`src/design/ecpa_pkg.sv`:
```
// Shared types, constants and the operation sequence for the elliptic curve point adder.
package ecpa_pkg;

   localparam int FIELD_BITS = 32;
   localparam int BIT_IDX_W  = $clog2(FIELD_BITS);
   localparam int CSR_IDX_W  = 2;
   localparam int PC_W       = 6;
   localparam int STATUS_W   = 2;

   typedef logic [FIELD_BITS-1:0] field_type;
   typedef logic [PC_W-1:0]       pc_type;

   // Register indexes of the configuration port.
   localparam logic [CSR_IDX_W-1:0] CSR_FIELD_PRIME = 2'd0;
   localparam logic [CSR_IDX_W-1:0] CSR_CURVE_A     = 2'd1;
   localparam logic [CSR_IDX_W-1:0] CSR_CURVE_B     = 2'd2;

   localparam field_type PRIME_RESET   = 32'd223;
   localparam field_type CURVE_A_RESET = 32'd0;
   localparam field_type CURVE_B_RESET = 32'd7;

   // Status codes of a result.
   localparam logic [STATUS_W-1:0] STATUS_OK    = 2'd0;
   localparam logic [STATUS_W-1:0] STATUS_RANGE = 2'd1;
   localparam logic [STATUS_W-1:0] STATUS_CURVE = 2'd2;

   // Datapath operand and destination selects.
   typedef enum logic [3:0] {
      REG_X1, REG_Y1, REG_X2, REG_Y2, REG_A, REG_B,
      REG_T0, REG_T1, REG_T2, REG_T3
   } reg_sel_type;

   // Operations that the controller issues to the datapath.
   typedef enum logic [2:0] {
      OP_NOP, OP_LOAD, OP_ADD, OP_SUB, OP_MUL, OP_ONE, OP_RES
   } op_type;

   // Kinds of result that the datapath can form.
   typedef enum logic [2:0] {
      RES_ERR_RANGE, RES_ERR_CURVE, RES_INF, RES_FIRST, RES_SECOND, RES_CALC
   } res_type;

   // Instructions of the stored sequence.
   typedef enum logic [2:0] {
      INS_ADD, INS_SUB, INS_MUL, INS_INV, INS_CHK, INS_END
   } ins_type;

   typedef struct packed {
      ins_type     op;
      reg_sel_type dst;
      reg_sel_type src_a;
      reg_sel_type src_b;
   } instr_type;

   typedef struct packed {
      op_type                 op;
      reg_sel_type            dst;
      reg_sel_type            src_a;
      reg_sel_type            src_b;
      logic [BIT_IDX_W-1:0]   bit_sel;
      res_type                res;
   } cmd_type;

   typedef struct packed {
      logic range_bad;
      logic operands_eq;
      logic same_x;
      logic same_y;
      logic first_y_zero;
      logic first_inf;
      logic second_inf;
      logic exp_bit;
      logic mul_done;
   } stat_type;

   // Entry points of the sequences.
   localparam pc_type PC_CURVE1  = 6'd0;
   localparam pc_type PC_CURVE2  = 6'd8;
   localparam pc_type PC_CHORD   = 6'd16;
   localparam pc_type PC_TANGENT = 6'd27;

   function automatic instr_type ins(input ins_type op, input reg_sel_type dst,
                                     input reg_sel_type src_a, input reg_sel_type src_b);
      instr_type r;
      r.op    = op;
      r.dst   = dst;
      r.src_a = src_a;
      r.src_b = src_b;
      return r;
   endfunction

   // Sequence store: curve checks of both points, then chord and tangent slopes.
   // Both slope sequences leave the sum x in T1 and the sum y in T2.
   function automatic instr_type prog_rom(input pc_type pc);
      instr_type r;
      case (pc)
         // y1^2 against x1^3 + a x1 + b
         6'd0:  r = ins(INS_MUL, REG_T0, REG_Y1, REG_Y1);
         6'd1:  r = ins(INS_MUL, REG_T1, REG_X1, REG_X1);
         6'd2:  r = ins(INS_MUL, REG_T1, REG_T1, REG_X1);
         6'd3:  r = ins(INS_MUL, REG_T2, REG_A,  REG_X1);
         6'd4:  r = ins(INS_ADD, REG_T1, REG_T1, REG_T2);
         6'd5:  r = ins(INS_ADD, REG_T1, REG_T1, REG_B);
         6'd6:  r = ins(INS_CHK, REG_T0, REG_T0, REG_T1);
         6'd7:  r = ins(INS_END, REG_T0, REG_T0, REG_T0);
         // y2^2 against x2^3 + a x2 + b
         6'd8:  r = ins(INS_MUL, REG_T0, REG_Y2, REG_Y2);
         6'd9:  r = ins(INS_MUL, REG_T1, REG_X2, REG_X2);
         6'd10: r = ins(INS_MUL, REG_T1, REG_T1, REG_X2);
         6'd11: r = ins(INS_MUL, REG_T2, REG_A,  REG_X2);
         6'd12: r = ins(INS_ADD, REG_T1, REG_T1, REG_T2);
         6'd13: r = ins(INS_ADD, REG_T1, REG_T1, REG_B);
         6'd14: r = ins(INS_CHK, REG_T0, REG_T0, REG_T1);
         6'd15: r = ins(INS_END, REG_T0, REG_T0, REG_T0);
         // Chord slope
         6'd16: r = ins(INS_SUB, REG_T0, REG_Y2, REG_Y1);
         6'd17: r = ins(INS_SUB, REG_T1, REG_X2, REG_X1);
         6'd18: r = ins(INS_INV, REG_T3, REG_T1, REG_T1);
         6'd19: r = ins(INS_MUL, REG_T0, REG_T0, REG_T3);
         6'd20: r = ins(INS_MUL, REG_T1, REG_T0, REG_T0);
         6'd21: r = ins(INS_SUB, REG_T1, REG_T1, REG_X1);
         6'd22: r = ins(INS_SUB, REG_T1, REG_T1, REG_X2);
         6'd23: r = ins(INS_SUB, REG_T2, REG_X1, REG_T1);
         6'd24: r = ins(INS_MUL, REG_T2, REG_T0, REG_T2);
         6'd25: r = ins(INS_SUB, REG_T2, REG_T2, REG_Y1);
         6'd26: r = ins(INS_END, REG_T0, REG_T0, REG_T0);
         // Tangent slope
         6'd27: r = ins(INS_MUL, REG_T0, REG_X1, REG_X1);
         6'd28: r = ins(INS_ADD, REG_T1, REG_T0, REG_T0);
         6'd29: r = ins(INS_ADD, REG_T1, REG_T1, REG_T0);
         6'd30: r = ins(INS_ADD, REG_T1, REG_T1, REG_A);
         6'd31: r = ins(INS_ADD, REG_T2, REG_Y1, REG_Y1);
         6'd32: r = ins(INS_INV, REG_T3, REG_T2, REG_T2);
         6'd33: r = ins(INS_MUL, REG_T0, REG_T1, REG_T3);
         6'd34: r = ins(INS_MUL, REG_T1, REG_T0, REG_T0);
         6'd35: r = ins(INS_ADD, REG_T2, REG_X1, REG_X1);
         6'd36: r = ins(INS_SUB, REG_T1, REG_T1, REG_T2);
         6'd37: r = ins(INS_SUB, REG_T2, REG_X1, REG_T1);
         6'd38: r = ins(INS_MUL, REG_T2, REG_T0, REG_T2);
         6'd39: r = ins(INS_SUB, REG_T2, REG_T2, REG_Y1);
         default: r = ins(INS_END, REG_T0, REG_T0, REG_T0);
      endcase
      return r;
   endfunction

endpackage

```
`src/design/ecpa_if.sv`:
```
// Request and response channel interfaces of the point adder.
interface ecpa_req_if;
   import ecpa_pkg::*;
   logic      valid;
   logic      ready;
   field_type first_x;
   field_type first_y;
   logic      first_infinity;
   field_type second_x;
   field_type second_y;
   logic      second_infinity;

   modport source (output valid, first_x, first_y, first_infinity,
                   second_x, second_y, second_infinity, input ready);
   modport sink   (input valid, first_x, first_y, first_infinity,
                   second_x, second_y, second_infinity, output ready);
endinterface

interface ecpa_rsp_if;
   import ecpa_pkg::*;
   logic                valid;
   logic                ready;
   field_type           sum_x;
   field_type           sum_y;
   logic                sum_infinity;
   logic [STATUS_W-1:0] status;

   modport source (output valid, sum_x, sum_y, sum_infinity, status, input ready);
   modport sink   (input valid, sum_x, sum_y, sum_infinity, status, output ready);
endinterface

```
`src/design/ec_point_add_prime_field.sv`:
```
// Top level of the affine elliptic curve point adder over a prime field.
//
//   Channel   Direction  Handshake          Carries
//   req_bus   in         valid / ready      two affine points with infinity flags
//   rsp_bus   out        valid / ready      sum point, infinity flag and status
//   csr_*     in         write enable only  field prime, curve a, curve b
//
// One request is worked on at a time; error and trivial cases finish soonest, and
// a request takes longest when a slope is computed. The bit-serial modular multiplier
// dominates: each product is an issue, 32 bit steps and a write-back, and a request
// needs up to 76 products, 64 of them in the Fermat inversion.
// The result waits in an output register, so a new request is taken while the
// previous response is still stalled. Reset is synchronous and active high.
module ec_point_add_prime_field (
   input  logic                            clock,
   input  logic                            reset,
   ecpa_req_if.sink                        req_bus,
   ecpa_rsp_if.source                      rsp_bus,
   input  logic                            csr_we,
   input  logic [ecpa_pkg::CSR_IDX_W-1:0]  csr_index,
   input  ecpa_pkg::field_type             csr_wdata
);
   import ecpa_pkg::*;

   cmd_type  cmd;
   stat_type stat;

   ecpa_ctrl u_ctrl (
      .clock     (clock),
      .reset     (reset),
      .req_valid (req_bus.valid),
      .req_ready (req_bus.ready),
      .rsp_valid (rsp_bus.valid),
      .rsp_ready (rsp_bus.ready),
      .stat      (stat),
      .cmd       (cmd)
   );

   ecpa_datapath u_datapath (
      .clock               (clock),
      .reset               (reset),
      .csr_we              (csr_we),
      .csr_index           (csr_index),
      .csr_wdata           (csr_wdata),
      .req_first_x         (req_bus.first_x),
      .req_first_y         (req_bus.first_y),
      .req_first_infinity  (req_bus.first_infinity),
      .req_second_x        (req_bus.second_x),
      .req_second_y        (req_bus.second_y),
      .req_second_infinity (req_bus.second_infinity),
      .cmd                 (cmd),
      .stat                (stat),
      .rsp_sum_x           (rsp_bus.sum_x),
      .rsp_sum_y           (rsp_bus.sum_y),
      .rsp_sum_infinity    (rsp_bus.sum_infinity),
      .rsp_status          (rsp_bus.status)
   );

endmodule

```
`src/design/ecpa_modmul.sv`:
```
// Bit-serial modular multiplier: one multiplier bit per cycle, most significant first.
module ecpa_modmul (
   input  logic               clock,
   input  logic               reset,
   input  logic               start,
   input  ecpa_pkg::field_type u,
   input  ecpa_pkg::field_type v,
   input  ecpa_pkg::field_type p,
   output logic               done,
   output ecpa_pkg::field_type product
);
   import ecpa_pkg::*;

   logic                 busy_ff, busy_in;
   logic                 done_ff, done_in;
   logic [BIT_IDX_W-1:0] cnt_ff, cnt_in;
   field_type            acc_ff, acc_in;
   field_type            mcand_ff, mcand_in;
   field_type            mplier_ff, mplier_in;
   logic [FIELD_BITS:0]  dbl_sum, add_sum;
   field_type            dbl_red, add_red;

   // One step: double the partial result, then add the multiplicand on a set bit.
   always_comb begin
      dbl_sum = {acc_ff, 1'b0};
      dbl_red = (dbl_sum >= {1'b0, p}) ? FIELD_BITS'(dbl_sum - {1'b0, p})
                                       : FIELD_BITS'(dbl_sum);
      add_sum = {1'b0, dbl_red} + {1'b0, mcand_ff};
      add_red = (add_sum >= {1'b0, p}) ? FIELD_BITS'(add_sum - {1'b0, p})
                                       : FIELD_BITS'(add_sum);
   end

   // Sequencing of the bit steps.
   always_comb begin
      busy_in   = busy_ff;
      done_in   = 1'b0;
      cnt_in    = cnt_ff;
      acc_in    = acc_ff;
      mcand_in  = mcand_ff;
      mplier_in = mplier_ff;
      if (start) begin
         busy_in   = 1'b1;
         cnt_in    = '1;
         acc_in    = '0;
         mcand_in  = u;
         mplier_in = v;
      end else if (busy_ff) begin
         acc_in    = mplier_ff[FIELD_BITS-1] ? add_red : dbl_red;
         mplier_in = {mplier_ff[FIELD_BITS-2:0], 1'b0};
         cnt_in    = cnt_ff - 1'b1;
         if (cnt_ff == '0) begin
            busy_in = 1'b0;
            done_in = 1'b1;
         end
      end
   end

   always_ff @(posedge clock) begin
      if (reset) begin
         busy_ff <= 1'b0;
         done_ff <= 1'b0;
      end else begin
         busy_ff <= busy_in;
         done_ff <= done_in;
      end
      cnt_ff    <= cnt_in;
      acc_ff    <= acc_in;
      mcand_ff  <= mcand_in;
      mplier_ff <= mplier_in;
   end

   assign done    = done_ff;
   assign product = acc_ff;

endmodule

```
`src/design/ecpa_datapath.sv`:
```
// Datapath: configuration registers, operand registers, field adder and subtractor,
// multiplier and the result register.
module ecpa_datapath (
   input  logic                             clock,
   input  logic                             reset,
   input  logic                             csr_we,
   input  logic [ecpa_pkg::CSR_IDX_W-1:0]   csr_index,
   input  ecpa_pkg::field_type              csr_wdata,
   input  ecpa_pkg::field_type              req_first_x,
   input  ecpa_pkg::field_type              req_first_y,
   input  logic                             req_first_infinity,
   input  ecpa_pkg::field_type              req_second_x,
   input  ecpa_pkg::field_type              req_second_y,
   input  logic                             req_second_infinity,
   input  ecpa_pkg::cmd_type                cmd,
   output ecpa_pkg::stat_type               stat,
   output ecpa_pkg::field_type              rsp_sum_x,
   output ecpa_pkg::field_type              rsp_sum_y,
   output logic                             rsp_sum_infinity,
   output logic [ecpa_pkg::STATUS_W-1:0]    rsp_status
);
   import ecpa_pkg::*;

   field_type prime_ff, curve_a_ff, curve_b_ff;
   field_type x1_ff, y1_ff, x2_ff, y2_ff;
   logic      inf1_ff, inf2_ff;
   field_type t0_ff, t1_ff, t2_ff, t3_ff;
   field_type sum_x_ff, sum_y_ff;
   logic      sum_inf_ff;
   logic [STATUS_W-1:0] status_ff;

   field_type           opa, opb, wr_data, exp_val, mul_product;
   logic                wr_en;
   logic                mul_done;
   logic [FIELD_BITS:0] add_sum;

   // Configuration writes.
   always_ff @(posedge clock) begin
      if (reset) begin
         prime_ff   <= PRIME_RESET;
         curve_a_ff <= CURVE_A_RESET;
         curve_b_ff <= CURVE_B_RESET;
      end else if (csr_we) begin
         case (csr_index)
            CSR_FIELD_PRIME: prime_ff   <= csr_wdata;
            CSR_CURVE_A:     curve_a_ff <= csr_wdata;
            CSR_CURVE_B:     curve_b_ff <= csr_wdata;
            default: ;
         endcase
      end
   end

   // Operand selection.
   function automatic field_type pick(input reg_sel_type sel, input field_type x1,
                                      input field_type y1, input field_type x2,
                                      input field_type y2, input field_type ca,
                                      input field_type cb, input field_type t0,
                                      input field_type t1, input field_type t2,
                                      input field_type t3);
      field_type r;
      case (sel)
         REG_X1:  r = x1;
         REG_Y1:  r = y1;
         REG_X2:  r = x2;
         REG_Y2:  r = y2;
         REG_A:   r = ca;
         REG_B:   r = cb;
         REG_T0:  r = t0;
         REG_T1:  r = t1;
         REG_T2:  r = t2;
         REG_T3:  r = t3;
         default: r = '0;
      endcase
      return r;
   endfunction

   assign opa = pick(cmd.src_a, x1_ff, y1_ff, x2_ff, y2_ff, curve_a_ff, curve_b_ff,
                     t0_ff, t1_ff, t2_ff, t3_ff);
   assign opb = pick(cmd.src_b, x1_ff, y1_ff, x2_ff, y2_ff, curve_a_ff, curve_b_ff,
                     t0_ff, t1_ff, t2_ff, t3_ff);

   ecpa_modmul u_modmul (
      .clock   (clock),
      .reset   (reset),
      .start   (cmd.op == OP_MUL),
      .u       (opa),
      .v       (opb),
      .p       (prime_ff),
      .done    (mul_done),
      .product (mul_product)
   );

   // Field addition, subtraction and the write-back value.
   always_comb begin
      add_sum = {1'b0, opa} + {1'b0, opb};
      wr_en   = 1'b0;
      wr_data = '0;
      if (mul_done) begin
         wr_en   = 1'b1;
         wr_data = mul_product;
      end else begin
         case (cmd.op)
            OP_ADD: begin
               wr_en   = 1'b1;
               wr_data = (add_sum >= {1'b0, prime_ff})
                         ? FIELD_BITS'(add_sum - {1'b0, prime_ff})
                         : FIELD_BITS'(add_sum);
            end
            OP_SUB: begin
               wr_en   = 1'b1;
               wr_data = (opa >= opb) ? opa - opb : opa + (prime_ff - opb);
            end
            OP_ONE: begin
               wr_en   = 1'b1;
               wr_data = (prime_ff > field_type'(1)) ? field_type'(1) : '0;
            end
            default: ;
         endcase
      end
   end

   // Working registers.
   always_ff @(posedge clock) begin
      if (cmd.op == OP_LOAD) begin
         x1_ff   <= req_first_x;
         y1_ff   <= req_first_y;
         inf1_ff <= req_first_infinity;
         x2_ff   <= req_second_x;
         y2_ff   <= req_second_y;
         inf2_ff <= req_second_infinity;
      end
      if (wr_en && cmd.dst == REG_T0) t0_ff <= wr_data;
      if (wr_en && cmd.dst == REG_T1) t1_ff <= wr_data;
      if (wr_en && cmd.dst == REG_T2) t2_ff <= wr_data;
      if (wr_en && cmd.dst == REG_T3) t3_ff <= wr_data;
   end

   // Result register.
   always_ff @(posedge clock) begin
      if (cmd.op == OP_RES) begin
         sum_x_ff   <= '0;
         sum_y_ff   <= '0;
         sum_inf_ff <= 1'b0;
         status_ff  <= STATUS_OK;
         case (cmd.res)
            RES_ERR_RANGE: status_ff  <= STATUS_RANGE;
            RES_ERR_CURVE: status_ff  <= STATUS_CURVE;
            RES_INF:       sum_inf_ff <= 1'b1;
            RES_FIRST: begin
               sum_x_ff <= x1_ff;
               sum_y_ff <= y1_ff;
            end
            RES_SECOND: begin
               sum_x_ff <= x2_ff;
               sum_y_ff <= y2_ff;
            end
            RES_CALC: begin
               sum_x_ff <= t1_ff;
               sum_y_ff <= t2_ff;
            end
            default: ;
         endcase
      end
   end

   // Status towards the controller.
   assign exp_val = prime_ff - field_type'(2);

   always_comb begin
      stat.range_bad    = (curve_a_ff >= prime_ff) || (curve_b_ff >= prime_ff)
                       || (!inf1_ff && (x1_ff >= prime_ff || y1_ff >= prime_ff))
                       || (!inf2_ff && (x2_ff >= prime_ff || y2_ff >= prime_ff));
      stat.operands_eq  = (opa == opb);
      stat.same_x       = (x1_ff == x2_ff);
      stat.same_y       = (y1_ff == y2_ff);
      stat.first_y_zero = (y1_ff == '0);
      stat.first_inf    = inf1_ff;
      stat.second_inf   = inf2_ff;
      stat.exp_bit      = exp_val[cmd.bit_sel];
      stat.mul_done     = mul_done;
   end

   assign rsp_sum_x        = sum_x_ff;
   assign rsp_sum_y        = sum_y_ff;
   assign rsp_sum_infinity = sum_inf_ff;
   assign rsp_status       = status_ff;

endmodule

```
`src/design/ecpa_ctrl.sv`:
```
// Controller: case selection, sequence stepping, inversion loop and response handshake.
module ecpa_ctrl (
   input  logic               clock,
   input  logic               reset,
   input  logic               req_valid,
   output logic               req_ready,
   output logic               rsp_valid,
   input  logic               rsp_ready,
   input  ecpa_pkg::stat_type stat,
   output ecpa_pkg::cmd_type  cmd
);
   import ecpa_pkg::*;

   typedef enum logic [8:0] {
      ST_IDLE    = 9'b000000001,
      ST_ROUTE   = 9'b000000010,
      ST_FETCH   = 9'b000000100,
      ST_MULW    = 9'b000001000,
      ST_INV_SQ  = 9'b000010000,
      ST_INV_SQW = 9'b000100000,
      ST_INV_ML  = 9'b001000000,
      ST_INV_MLW = 9'b010000000,
      ST_FINISH  = 9'b100000000
   } state_type;

   state_type            state_ff, state_in;
   pc_type               pc_ff, pc_in;
   logic [BIT_IDX_W-1:0] cnt_ff, cnt_in;
   logic                 chk1_ff, chk1_in;
   logic                 chk2_ff, chk2_in;
   logic                 calc_ff, calc_in;
   logic                 off_ff, off_in;
   res_type              res_ff, res_in;
   logic                 rsp_valid_ff, rsp_valid_in;
   instr_type            instr;
   logic                 inv_next;

   assign instr = prog_rom(pc_ff);

   always_comb begin
      state_in     = state_ff;
      pc_in        = pc_ff;
      cnt_in       = cnt_ff;
      chk1_in      = chk1_ff;
      chk2_in      = chk2_ff;
      calc_in      = calc_ff;
      off_in       = off_ff;
      res_in       = res_ff;
      rsp_valid_in = rsp_valid_ff && !rsp_ready;
      inv_next     = 1'b0;
      cmd.op       = OP_NOP;
      cmd.dst      = instr.dst;
      cmd.src_a    = instr.src_a;
      cmd.src_b    = instr.src_b;
      cmd.bit_sel  = cnt_ff;
      cmd.res      = res_ff;

      case (state_ff)
         // Take a request and clear the progress flags.
         ST_IDLE: begin
            if (req_valid) begin
               cmd.op   = OP_LOAD;
               chk1_in  = 1'b0;
               chk2_in  = 1'b0;
               calc_in  = 1'b0;
               off_in   = 1'b0;
               state_in = ST_ROUTE;
            end
         end

         // Pick the next sequence or the kind of result.
         ST_ROUTE: begin
            state_in = ST_FINISH;
            if (stat.range_bad) begin
               res_in = RES_ERR_RANGE;
            end else if (!chk1_ff) begin
               chk1_in  = 1'b1;
               state_in = ST_ROUTE;
               if (!stat.first_inf) begin
                  pc_in    = PC_CURVE1;
                  state_in = ST_FETCH;
               end
            end else if (!chk2_ff) begin
               chk2_in  = 1'b1;
               state_in = ST_ROUTE;
               if (!stat.second_inf) begin
                  pc_in    = PC_CURVE2;
                  state_in = ST_FETCH;
               end
            end else if (off_ff) begin
               res_in = RES_ERR_CURVE;
            end else if (stat.first_inf && stat.second_inf) begin
               res_in = RES_INF;
            end else if (stat.first_inf) begin
               res_in = RES_SECOND;
            end else if (stat.second_inf) begin
               res_in = RES_FIRST;
            end else if (stat.same_x && !stat.same_y) begin
               res_in = RES_INF;
            end else if (calc_ff) begin
               res_in = RES_CALC;
            end else if (!stat.same_x) begin
               calc_in  = 1'b1;
               pc_in    = PC_CHORD;
               state_in = ST_FETCH;
            end else if (stat.first_y_zero) begin
               res_in = RES_INF;
            end else begin
               calc_in  = 1'b1;
               pc_in    = PC_TANGENT;
               state_in = ST_FETCH;
            end
         end

         // Issue one instruction of the sequence.
         ST_FETCH: begin
            case (instr.op)
               INS_ADD: begin
                  cmd.op = OP_ADD;
                  pc_in  = pc_ff + 1'b1;
               end
               INS_SUB: begin
                  cmd.op = OP_SUB;
                  pc_in  = pc_ff + 1'b1;
               end
               INS_MUL: begin
                  cmd.op   = OP_MUL;
                  state_in = ST_MULW;
               end
               INS_INV: begin
                  cmd.op   = OP_ONE;
                  cmd.dst  = REG_T3;
                  cnt_in   = '1;
                  state_in = ST_INV_SQ;
               end
               INS_CHK: begin
                  if (!stat.operands_eq) off_in = 1'b1;
                  pc_in = pc_ff + 1'b1;
               end
               INS_END: state_in = ST_ROUTE;
               default: state_in = ST_ROUTE;
            endcase
         end

         ST_MULW: begin
            if (stat.mul_done) begin
               pc_in    = pc_ff + 1'b1;
               state_in = ST_FETCH;
            end
         end

         // Square-and-multiply over the bits of p - 2, result in T3.
         ST_INV_SQ: begin
            cmd.op    = OP_MUL;
            cmd.dst   = REG_T3;
            cmd.src_a = REG_T3;
            cmd.src_b = REG_T3;
            state_in  = ST_INV_SQW;
         end

         ST_INV_SQW: begin
            cmd.dst = REG_T3;
            if (stat.mul_done) begin
               if (stat.exp_bit) state_in = ST_INV_ML;
               else              inv_next = 1'b1;
            end
         end

         ST_INV_ML: begin
            cmd.op    = OP_MUL;
            cmd.dst   = REG_T3;
            cmd.src_a = REG_T3;
            cmd.src_b = instr.src_a;
            state_in  = ST_INV_MLW;
         end

         ST_INV_MLW: begin
            cmd.dst = REG_T3;
            if (stat.mul_done) inv_next = 1'b1;
         end

         // Load the result register once it is free.
         ST_FINISH: begin
            if (!rsp_valid_ff || rsp_ready) begin
               cmd.op       = OP_RES;
               rsp_valid_in = 1'b1;
               state_in     = ST_IDLE;
            end
         end

         default: state_in = ST_IDLE;
      endcase

      // Next exponent bit, or leave the inversion.
      if (inv_next) begin
         if (cnt_ff == '0) begin
            pc_in    = pc_ff + 1'b1;
            state_in = ST_FETCH;
         end else begin
            cnt_in   = cnt_ff - 1'b1;
            state_in = ST_INV_SQ;
         end
      end
   end

   always_ff @(posedge clock) begin
      if (reset) begin
         state_ff     <= ST_IDLE;
         rsp_valid_ff <= 1'b0;
      end else begin
         state_ff     <= state_in;
         rsp_valid_ff <= rsp_valid_in;
      end
      pc_ff   <= pc_in;
      cnt_ff  <= cnt_in;
      chk1_ff <= chk1_in;
      chk2_ff <= chk2_in;
      calc_ff <= calc_in;
      off_ff  <= off_in;
      res_ff  <= res_in;
   end

   assign req_ready = (state_ff == ST_IDLE);
   assign rsp_valid = rsp_valid_ff;

endmodule

```
`src/flat_wrapper.sv`:
```
// flat-port wrapper written by rule: the top's interface ports become plain ports
module ec_point_add_prime_field_flat import ecpa_pkg::*;
  (clock, reset, csr_we, csr_index, csr_wdata, req_bus_valid, req_bus_first_x, req_bus_first_y, req_bus_first_infinity, req_bus_second_x, req_bus_second_y, req_bus_second_infinity, req_bus_ready, rsp_bus_valid, rsp_bus_sum_x, rsp_bus_sum_y, rsp_bus_sum_infinity, rsp_bus_status, rsp_bus_ready);
  ecpa_req_if req_bus_i ();
  ecpa_rsp_if rsp_bus_i ();
  input  logic clock;
  input  logic reset;
  input  logic csr_we;
  input  logic [ecpa_pkg::CSR_IDX_W-1:0] csr_index;
  input  ecpa_pkg::field_type csr_wdata;
  input wire logic [$bits(req_bus_i.valid)-1:0] req_bus_valid;
  input wire logic [$bits(req_bus_i.first_x)-1:0] req_bus_first_x;
  input wire logic [$bits(req_bus_i.first_y)-1:0] req_bus_first_y;
  input wire logic [$bits(req_bus_i.first_infinity)-1:0] req_bus_first_infinity;
  input wire logic [$bits(req_bus_i.second_x)-1:0] req_bus_second_x;
  input wire logic [$bits(req_bus_i.second_y)-1:0] req_bus_second_y;
  input wire logic [$bits(req_bus_i.second_infinity)-1:0] req_bus_second_infinity;
  output wire logic [$bits(req_bus_i.ready)-1:0] req_bus_ready;
  output wire logic [$bits(rsp_bus_i.valid)-1:0] rsp_bus_valid;
  output wire logic [$bits(rsp_bus_i.sum_x)-1:0] rsp_bus_sum_x;
  output wire logic [$bits(rsp_bus_i.sum_y)-1:0] rsp_bus_sum_y;
  output wire logic [$bits(rsp_bus_i.sum_infinity)-1:0] rsp_bus_sum_infinity;
  output wire logic [$bits(rsp_bus_i.status)-1:0] rsp_bus_status;
  input wire logic [$bits(rsp_bus_i.ready)-1:0] rsp_bus_ready;
  assign req_bus_i.valid = req_bus_valid;
  assign req_bus_i.first_x = req_bus_first_x;
  assign req_bus_i.first_y = req_bus_first_y;
  assign req_bus_i.first_infinity = req_bus_first_infinity;
  assign req_bus_i.second_x = req_bus_second_x;
  assign req_bus_i.second_y = req_bus_second_y;
  assign req_bus_i.second_infinity = req_bus_second_infinity;
  assign req_bus_ready = req_bus_i.ready;
  assign rsp_bus_valid = rsp_bus_i.valid;
  assign rsp_bus_sum_x = rsp_bus_i.sum_x;
  assign rsp_bus_sum_y = rsp_bus_i.sum_y;
  assign rsp_bus_sum_infinity = rsp_bus_i.sum_infinity;
  assign rsp_bus_status = rsp_bus_i.status;
  assign rsp_bus_i.ready = rsp_bus_ready;
  ec_point_add_prime_field u_core (.clock(clock), .reset(reset), .req_bus(req_bus_i), .rsp_bus(rsp_bus_i), .csr_we(csr_we), .csr_index(csr_index), .csr_wdata(csr_wdata));
endmodule
```
`config.mk`:
```
export PLATFORM = sky130hd
export DESIGN_NAME = ec_point_add_prime_field_flat
export DESIGN_NICKNAME = d
export VERILOG_FILES = /design/src/design/ecpa_pkg.sv /design/src/design/ecpa_if.sv /design/src/design/ec_point_add_prime_field.sv /design/src/design/ecpa_modmul.sv /design/src/design/ecpa_datapath.sv /design/src/design/ecpa_ctrl.sv /design/src/flat_wrapper.sv
export SDC_FILE = /design/constraint.sdc
export NUM_CORES = 2
export LEC_CHECK = 0
export ABC_AREA = 1
export BUFFER_PORTS_ARGS = -buffer_cell sky130_fd_sc_hd__buf_4
export CORE_MARGIN = 2
export CORE_UTILIZATION = 50
export CTS_BUF_LIST = sky130_fd_sc_hd__clkbuf_8 sky130_fd_sc_hd__clkbuf_16
export CTS_CLUSTER_DIAMETER = 120
export DETAILED_ROUTE_END_ITERATION = 6
export PLACE_DENSITY_LB_ADDON = 0.2
export SYNTH_ARGS = -nofsm -noshare
export SYNTH_HDL_FRONTEND = slang
export SYNTH_SLANG_ARGS = --single-unit
```
`constraint.sdc`:
```
create_clock -name clock -period 12.9 [get_ports clock]
set_input_delay 3.225 -clock clock [delete_from_list [all_inputs] [get_ports clock]]
set_output_delay 3.225 -clock clock [all_outputs]
set_load 0.05 [all_outputs]
```
**After elaboration in Yosys (flattened, before gate mapping)**

Memories as Yosys holds them, arrays and structs flattened. A register that Yosys moved wholly into a read port is not among the register bits.
Index checks and enable logic that the tools add are counted.

- Memory bits (read-only): 960
- Output and inout port bits: 69
- Memories: 1
- Flip-flop bits (word level): 552

Memory list:

| memory | depth | width | read ports | clocked after Yosys merged registers in | wr ports | RTL line | RTL |
|---|---|---|---|---|---|---|---|
| (no name shown) | 64 | 15 | 1 | 1 | 0 | ecpa_pkg.sv:96 | `case (pc)` |

- Magnitude comparators: 12
- Reduce and logical (&&, ||, !) cells: 49
- Mux-type cells: 112
- Equal/unequal tests: 69
- Add/sub/neg operators: 12
- Bitwise logic cells: 1

Operators by type and width:

| kind | number |
|---|---|
| one-hot mux 32 bit (10 select lines) | 2 |
| one-hot mux 32 bit (3 select lines) | 3 |
| 2-to-1 mux 32 bit | 8 |
| greater-or-equal comparator 32 bit | 7 |
| subtractor 32 bit | 5 |
| 2-to-1 mux 9 bit | 17 |
| 2-to-1 mux 6 bit | 17 |
| greater-or-equal comparator 33 x 32 -> 1 bit | 3 |
| == test 32 bit | 3 |
| one-hot mux 9 bit (9 select lines) | 1 |
| adder 32 x 32 -> 33 bit | 2 |
| == test 4 x 3 -> 1 bit (second input constant) | 10 |
| 2-to-1 mux 3 bit | 13 |
| adder 32 bit | 1 |
| > comparator 32 x 1 -> 1 bit (second input constant) | 1 |
| zero test 32 bit | 1 |
| 2-to-1 mux 1 bit | 32 |
| subtractor 32 x 2 -> 32 bit (second input constant) | 1 |
| one-hot mux 9 bit (3 select lines) | 1 |
| 2-to-1 mux 5 bit | 5 |
| == test 4 bit (second input constant) | 6 |
| one-hot mux 3 bit (4 select lines) | 2 |
| != test 2 bit (second input constant) | 11 |
| == test 3 x 2 -> 1 bit (second input constant) | 6 |
| other kinds (47) | 97 |

**Logic depth before layout (Yosys ltp)**

- Depth in word-level cells: 15
- Mapped depth: 50

**Modules after synthesis**

Synthesis repeated with hierarchy kept, for this count alone.

- Cell total of the unflattened synthesis: 7364
- Area total of the unflattened synthesis: 50616.0 µm²

By module, submodules not included:

| module | area an instance (µm²) | times used | cells an instance |
|---|---|---|---|
| ecpa_datapath | 35373.9 | 1 | 4766 |
| ecpa_modmul | 11975.2 | 1 | 2073 |
| ecpa_ctrl | 3266.9 | 1 | 525 |

**Worst setup path before layout**

Ideal clock, no wire load.

- Path kind: input -> register
- From: input port req_bus_valid
- To: register u_core.u_datapath.u_modmul.mplier_ff[0] (enable)
- Stages on the path: 8
- Required time: 12.412 ns
- Slack: 4.101 ns
- Data arrival time: 8.311 ns
- Cells stage by stage: inv_1 > nor2_2 > inv_2 > nand2_2 > nor2_1 > clkinv_1 > buf_2 > nand2_1

- Word-level cells in the longest chain between the ends: 4

Ends and longest elaborated chain:

| element | RTL line | RTL |
|---|---|---|
| from (decl) | flat_wrapper.sv:11 | `input wire logic [$bits(req_bus_i.valid)-1:0] req_bus_valid;` |
| 2-to-1 mux 1 bit | ecpa_ctrl.sv:61 | `if (req_valid) begin` |
| one-hot mux 3 bit (4 select lines) | ecpa_ctrl.sv:58 | `case (state_ff)` |
| == test 3 bit | ecpa_datapath.sv:85 | `.start (cmd.op == OP_MUL),` |
| nonzero test 2 bit (no line) | - |  |
| to (signal assigned) | ecpa_modmul.sv:69 | `mplier_ff <= mplier_in;` |
| to (decl) | ecpa_modmul.sv:19 | `field_type mplier_ff, mplier_in;` |

Every way passes these cells.
A chain may end at the register's enable or synchronous reset.

**Worst setup path in the final report**

- From: register u_core.u_ctrl.state_ff[2]
- To: register u_core.u_datapath.t0_ff[11] (data pin)

- Word-level cells in the longest chain between the ends: 9

Ends and longest elaborated chain:

| element | RTL line | RTL |
|---|---|---|
| from (decl) | ecpa_ctrl.sv:26 | `state_type state_ff, state_in;` |
| from (signal assigned) | ecpa_ctrl.sv:211 | `state_ff <= state_in;` |
| == test 9 x 7 -> 1 bit or == test 9 x 5 -> 1 bit (tied branches) | ecpa_ctrl.sv:58 |  |
| one-hot mux 8 bit (2 select lines) * | ecpa_ctrl.sv:58 |  |
| == test 4 bit (tied with other cells) | ecpa_datapath.sv:61 | `case (sel)` |
| one-hot mux 32 bit (10 select lines) * | ecpa_datapath.sv:61 |  |
| net u_core.u_datapath.opa[16] | ecpa_datapath.sv:32 | `field_type opa, opb, wr_data, exp_val, mul_product;` |
| adder 32 x 32 -> 33 bit | ecpa_datapath.sv:95 | `add_sum = {1'b0, opa} + {1'b0, opb};` |
| greater-or-equal comparator 33 x 32 -> 1 bit | ecpa_datapath.sv:105 | `wr_data = (add_sum >= {1'b0, prime_ff})` |
| 2-to-1 mux 32 bit | ecpa_datapath.sv:106 | `? FIELD_BITS'(add_sum - {1'b0, prime_ff})` |
| one-hot mux 32 bit (3 select lines) * | ecpa_datapath.sv:102 | `case (cmd.op)` |
| 2-to-1 mux 32 bit * | ecpa_datapath.sv:98 | `if (mul_done) begin` |
| net u_core.u_datapath.wr_data[11] | ecpa_datapath.sv:32 |  |
| to (signal assigned) | ecpa_datapath.sv:132 | `if (wr_en && cmd.dst == REG_T0) t0_ff <= wr_data;` |
| to (decl) | ecpa_datapath.sv:27 | `field_type t0_ff, t1_ff, t2_ff, t3_ff;` |

Mark *: on every way through the listed nets, which the timed path passes. The rest lies on a longest branch.

==> run_results.csv <==
group,metric,value,unit
detailed_routing,dr.pass1.iters,7,
floorplan,io_pins,238,
detailed_routing,drt-total-wl,225,mm
clock_network,clock_path_buffers,3,
detailed_routing,vias_per_cell,6.31,
logic_synthesis,syn_inst,6193,
final_layout,register_area,15300,um2
place,gp_congestion,1.08,
worst_setup_path,worstPathArrival,10600,ps
outcome,outcome,"finished clean",
logic_synthesis,seq_area_frac_synth,32.9,%
global_routing,grt_pass1_vias,45200,
clock_network,cts_resized,0,
worst_setup_path,cp_max_fo,41,
clock_network,cts_hold_buf,0,
place,hpwl,176,mm
floorplan,die_y,309,um
detailed_routing,drc,0,
worst_setup_path,path_buf_inv,8,
logic_synthesis,ys_ff_latch,566,
floorplan,dieArea,95500,um2
timing,post-route-period-util,79.6,%
min_path,hold_class,"flip-flop to flip-flop",
timing,whs,493,ps
global_routing,grt_pass1_wl,317,mm
logic_synthesis,synthArstFlopShare,0,%
logic_synthesis,syn_avg_cell_area,7.51,um2
worst_setup_path,cp_top_family,"simple AND/OR/NAND/NOR gates",
worst_setup_path,crit_slowest_cell,"nor4_1",
timing,rsz0062_at_grt,"false",
clock_network,root_buffer,"clkbuf_16",
final_layout,drive_above_1_share,9.25,%
timing,worst_pin_slew,1450,ps
global_routing,overflow,0,
floorplan,rows,111,
clock_network,clkTransAtPathRegs,60,ps
place,placed_cells,7567,
logic_synthesis,netlist_area,46500,um2
clock_network,cts-buffers-inserted,70,
detailed_routing,via_count,48600,
logic_synthesis,synthTopCellsByArea,"edfxtp_1, ha_1, nand2_1",
logic_synthesis,yosysTopAreaCell,"edfxtp_1",
detailed_routing,antenna_left,0,
clock_network,clk_latency,670,ps
floorplan,core,91900,um2
timing,max_freq,0.0974,GHz
logic_synthesis,ys.flop_type,"edfxtp_1",
timing,setup_viol_count_final,0,
worst_setup_path,slowest_delay,990,ps
detailed_routing,drtIter0Drc,7370,
clock_network,htree_num_levels,3,
final_layout,final_cells,7703,
timing,final-max-slew-violation-count,0,
clock_network,cts_tree,"done",
worst_setup_path,crit_top_cell,"nand2_1",
global_routing,grt_max_degree,71,
clock_network,clock_sinks,566,
worst_setup_path,critPathKind,"flip-flop to flip-flop",
place,port_buffers,237,
worst_setup_path,start_kind,"flip-flop",
final_layout,nNetsFinal,7030,
logic_synthesis,ys_types,70,
timing,min_period,10270,ps
final_layout,multi_input_area,27000,um2
worst_setup_path,crit_path_end_kind,"flip-flop",
global_routing,grt_usage,46.5,%
timing,finalClockSkew,32.9,ps
timing,hold_violations,0,
final_layout,final_util,56.8,%
logic_synthesis,synth-edff-count,396,
floorplan,die_x,309,um
logic_synthesis,syn_nets,6827,
logic_synthesis,yosys_warnings,0,
timing,finalSetupTns,0,ps
final_layout,syn_to_final_growth,12.3,%
clock_network,cts_setup_buffers,0,
final_layout,fillerInstances,8775,
timing,slew-limit-headroom,2.55,%
logic_synthesis,synth_top_area_share,25.6,%
detailed_routing,wl_per_cell,29.2,um
floorplan,start_util,50.6,%
worst_setup_path,critPathRequiredTime,13230,ps
run,max_cap_viol_count,0,
global_routing,antenna_found_initial,20,
## cell families (layout without fill, tap and decap cells)
| logic type | after synthesis | in the layout | synth area share [%] |
|---|---|---|---|
| other | 0 | 6 | 0 |
| adder cells (fa/ha/maj) | 465 | 465 | 13.1 |
| AO/OA/AOI/OAI | 1526 | 1526 | 19.2 |
| AND/OR/NAND/NOR | 2298 | 2298 | 21.3 |
| flip-flops | 566 | 566 | 32.9 |
| XOR/XNOR | 222 | 222 | 4.18 |
| buffers and inverters | 1116 | 1377 | 9.30 |
## worst register-to-register path: cells and delay by family (launching register included)
| family | cells | cell delay, ps |
|---|---|---|
| XOR/XNOR | 1 | 160 |
| buffers and inverters | 8 | 2170 |
| flip-flops | 1 | 330 |
| AO/OA/AOI/OAI | 5 | 1270 |
| AND/OR/NAND/NOR | 25 | 5100 |
| adder cells (fa/ha/maj) | 2 | 910 |
## through the flow
step	setup WS, ps	area, um2
after global placement	3460	49800
final	2630	52200
after global routing	2130	52200
after CTS	3190	52200
after detailed placement	3230	49800
after floorplan	4100	46500
## cells in the mapped netlist (all sizes together), types with 97 or more instances
master  instances
nand2        1306
a21oi         495
nor2          526
o22ai         231
edfxtp        396
ha            428
o21ai         452
o221ai         97
nand3         212
inv           910
xor2          140
clkbuf        115
dfxtp         170
## per-layer routing
metal  vias to the layer above  global-route usage, %  routed length, um
li1                      21700                      -                  -
met1                     22500                   59.9              86200
met2                      3528                   63.6              87000
met3                       861                   16.2              31000
met4                        22                   34.5              20700
met5                         -                      0                154
## final cells by class
class / count / area share, %
Antenna cell: 6 / 0.0288
Clock buffer: 74 / 3.50
Clock inverter: 56 / 1.14
Inverter: 919 / 6.61
Multi-Input combinational cell: 4511 / 51.7
Sequential cell: 566 / 29.3
Tap cell: 1243 / 2.98
Timing Repair Buffer: 328 / 4.72
## final timing paths
path | start | end | slack, ps | cells past startpoint
worst min-delay path | u_core.u_datapath.u_modmul.cnt_ff[4] | u_core.u_datapath.u_modmul.cnt_ff[4] | 490 | 2
worst max-delay path | u_core.u_ctrl.state_ff[2] | u_core.u_datapath.t0_ff[11] | 2630 | 41
worst max register to register | u_core.u_ctrl.state_ff[2] | u_core.u_datapath.t0_ff[11] | 2630 | 41
worst min register to register | u_core.u_datapath.u_modmul.cnt_ff[4] | u_core.u_datapath.u_modmul.cnt_ff[4] | 490 | 2
## cell usage in the layout, fill, tap and decap left out, types with 9 or more instances in the layout
cell	n
nor2_1	504
nand3_1	207
xor2_1	140
inv_2	23
inv_1	897
o221ai_1	97
a21oi_1	493
nor4_2	38
a221oi_1	24
nor3_1	68
or4_1	14
fa_1	37
o21bai_1	12
xnor2_1	82
a31oi_1	55
o211ai_1	68
nor2_2	9
edfxtp_1	396
nand4_1	68
clkbuf_16	72
nand2_2	27
o21a_1	32
o22ai_1	231
ha_1	428
bufinv_16	9
o21ai_0	415
nand2_1	1274
or2_2	12
nor2_4	11
clkinv_1	14
nor4_1	28
clkinv_2	13
a21o_1	16
dfxtp_1	169
o21ai_1	34
buf_4	328
Power is left out: the tool's default activity adds up to more than one toggle a clock period on the data nets, which glitch-free logic cannot reach.
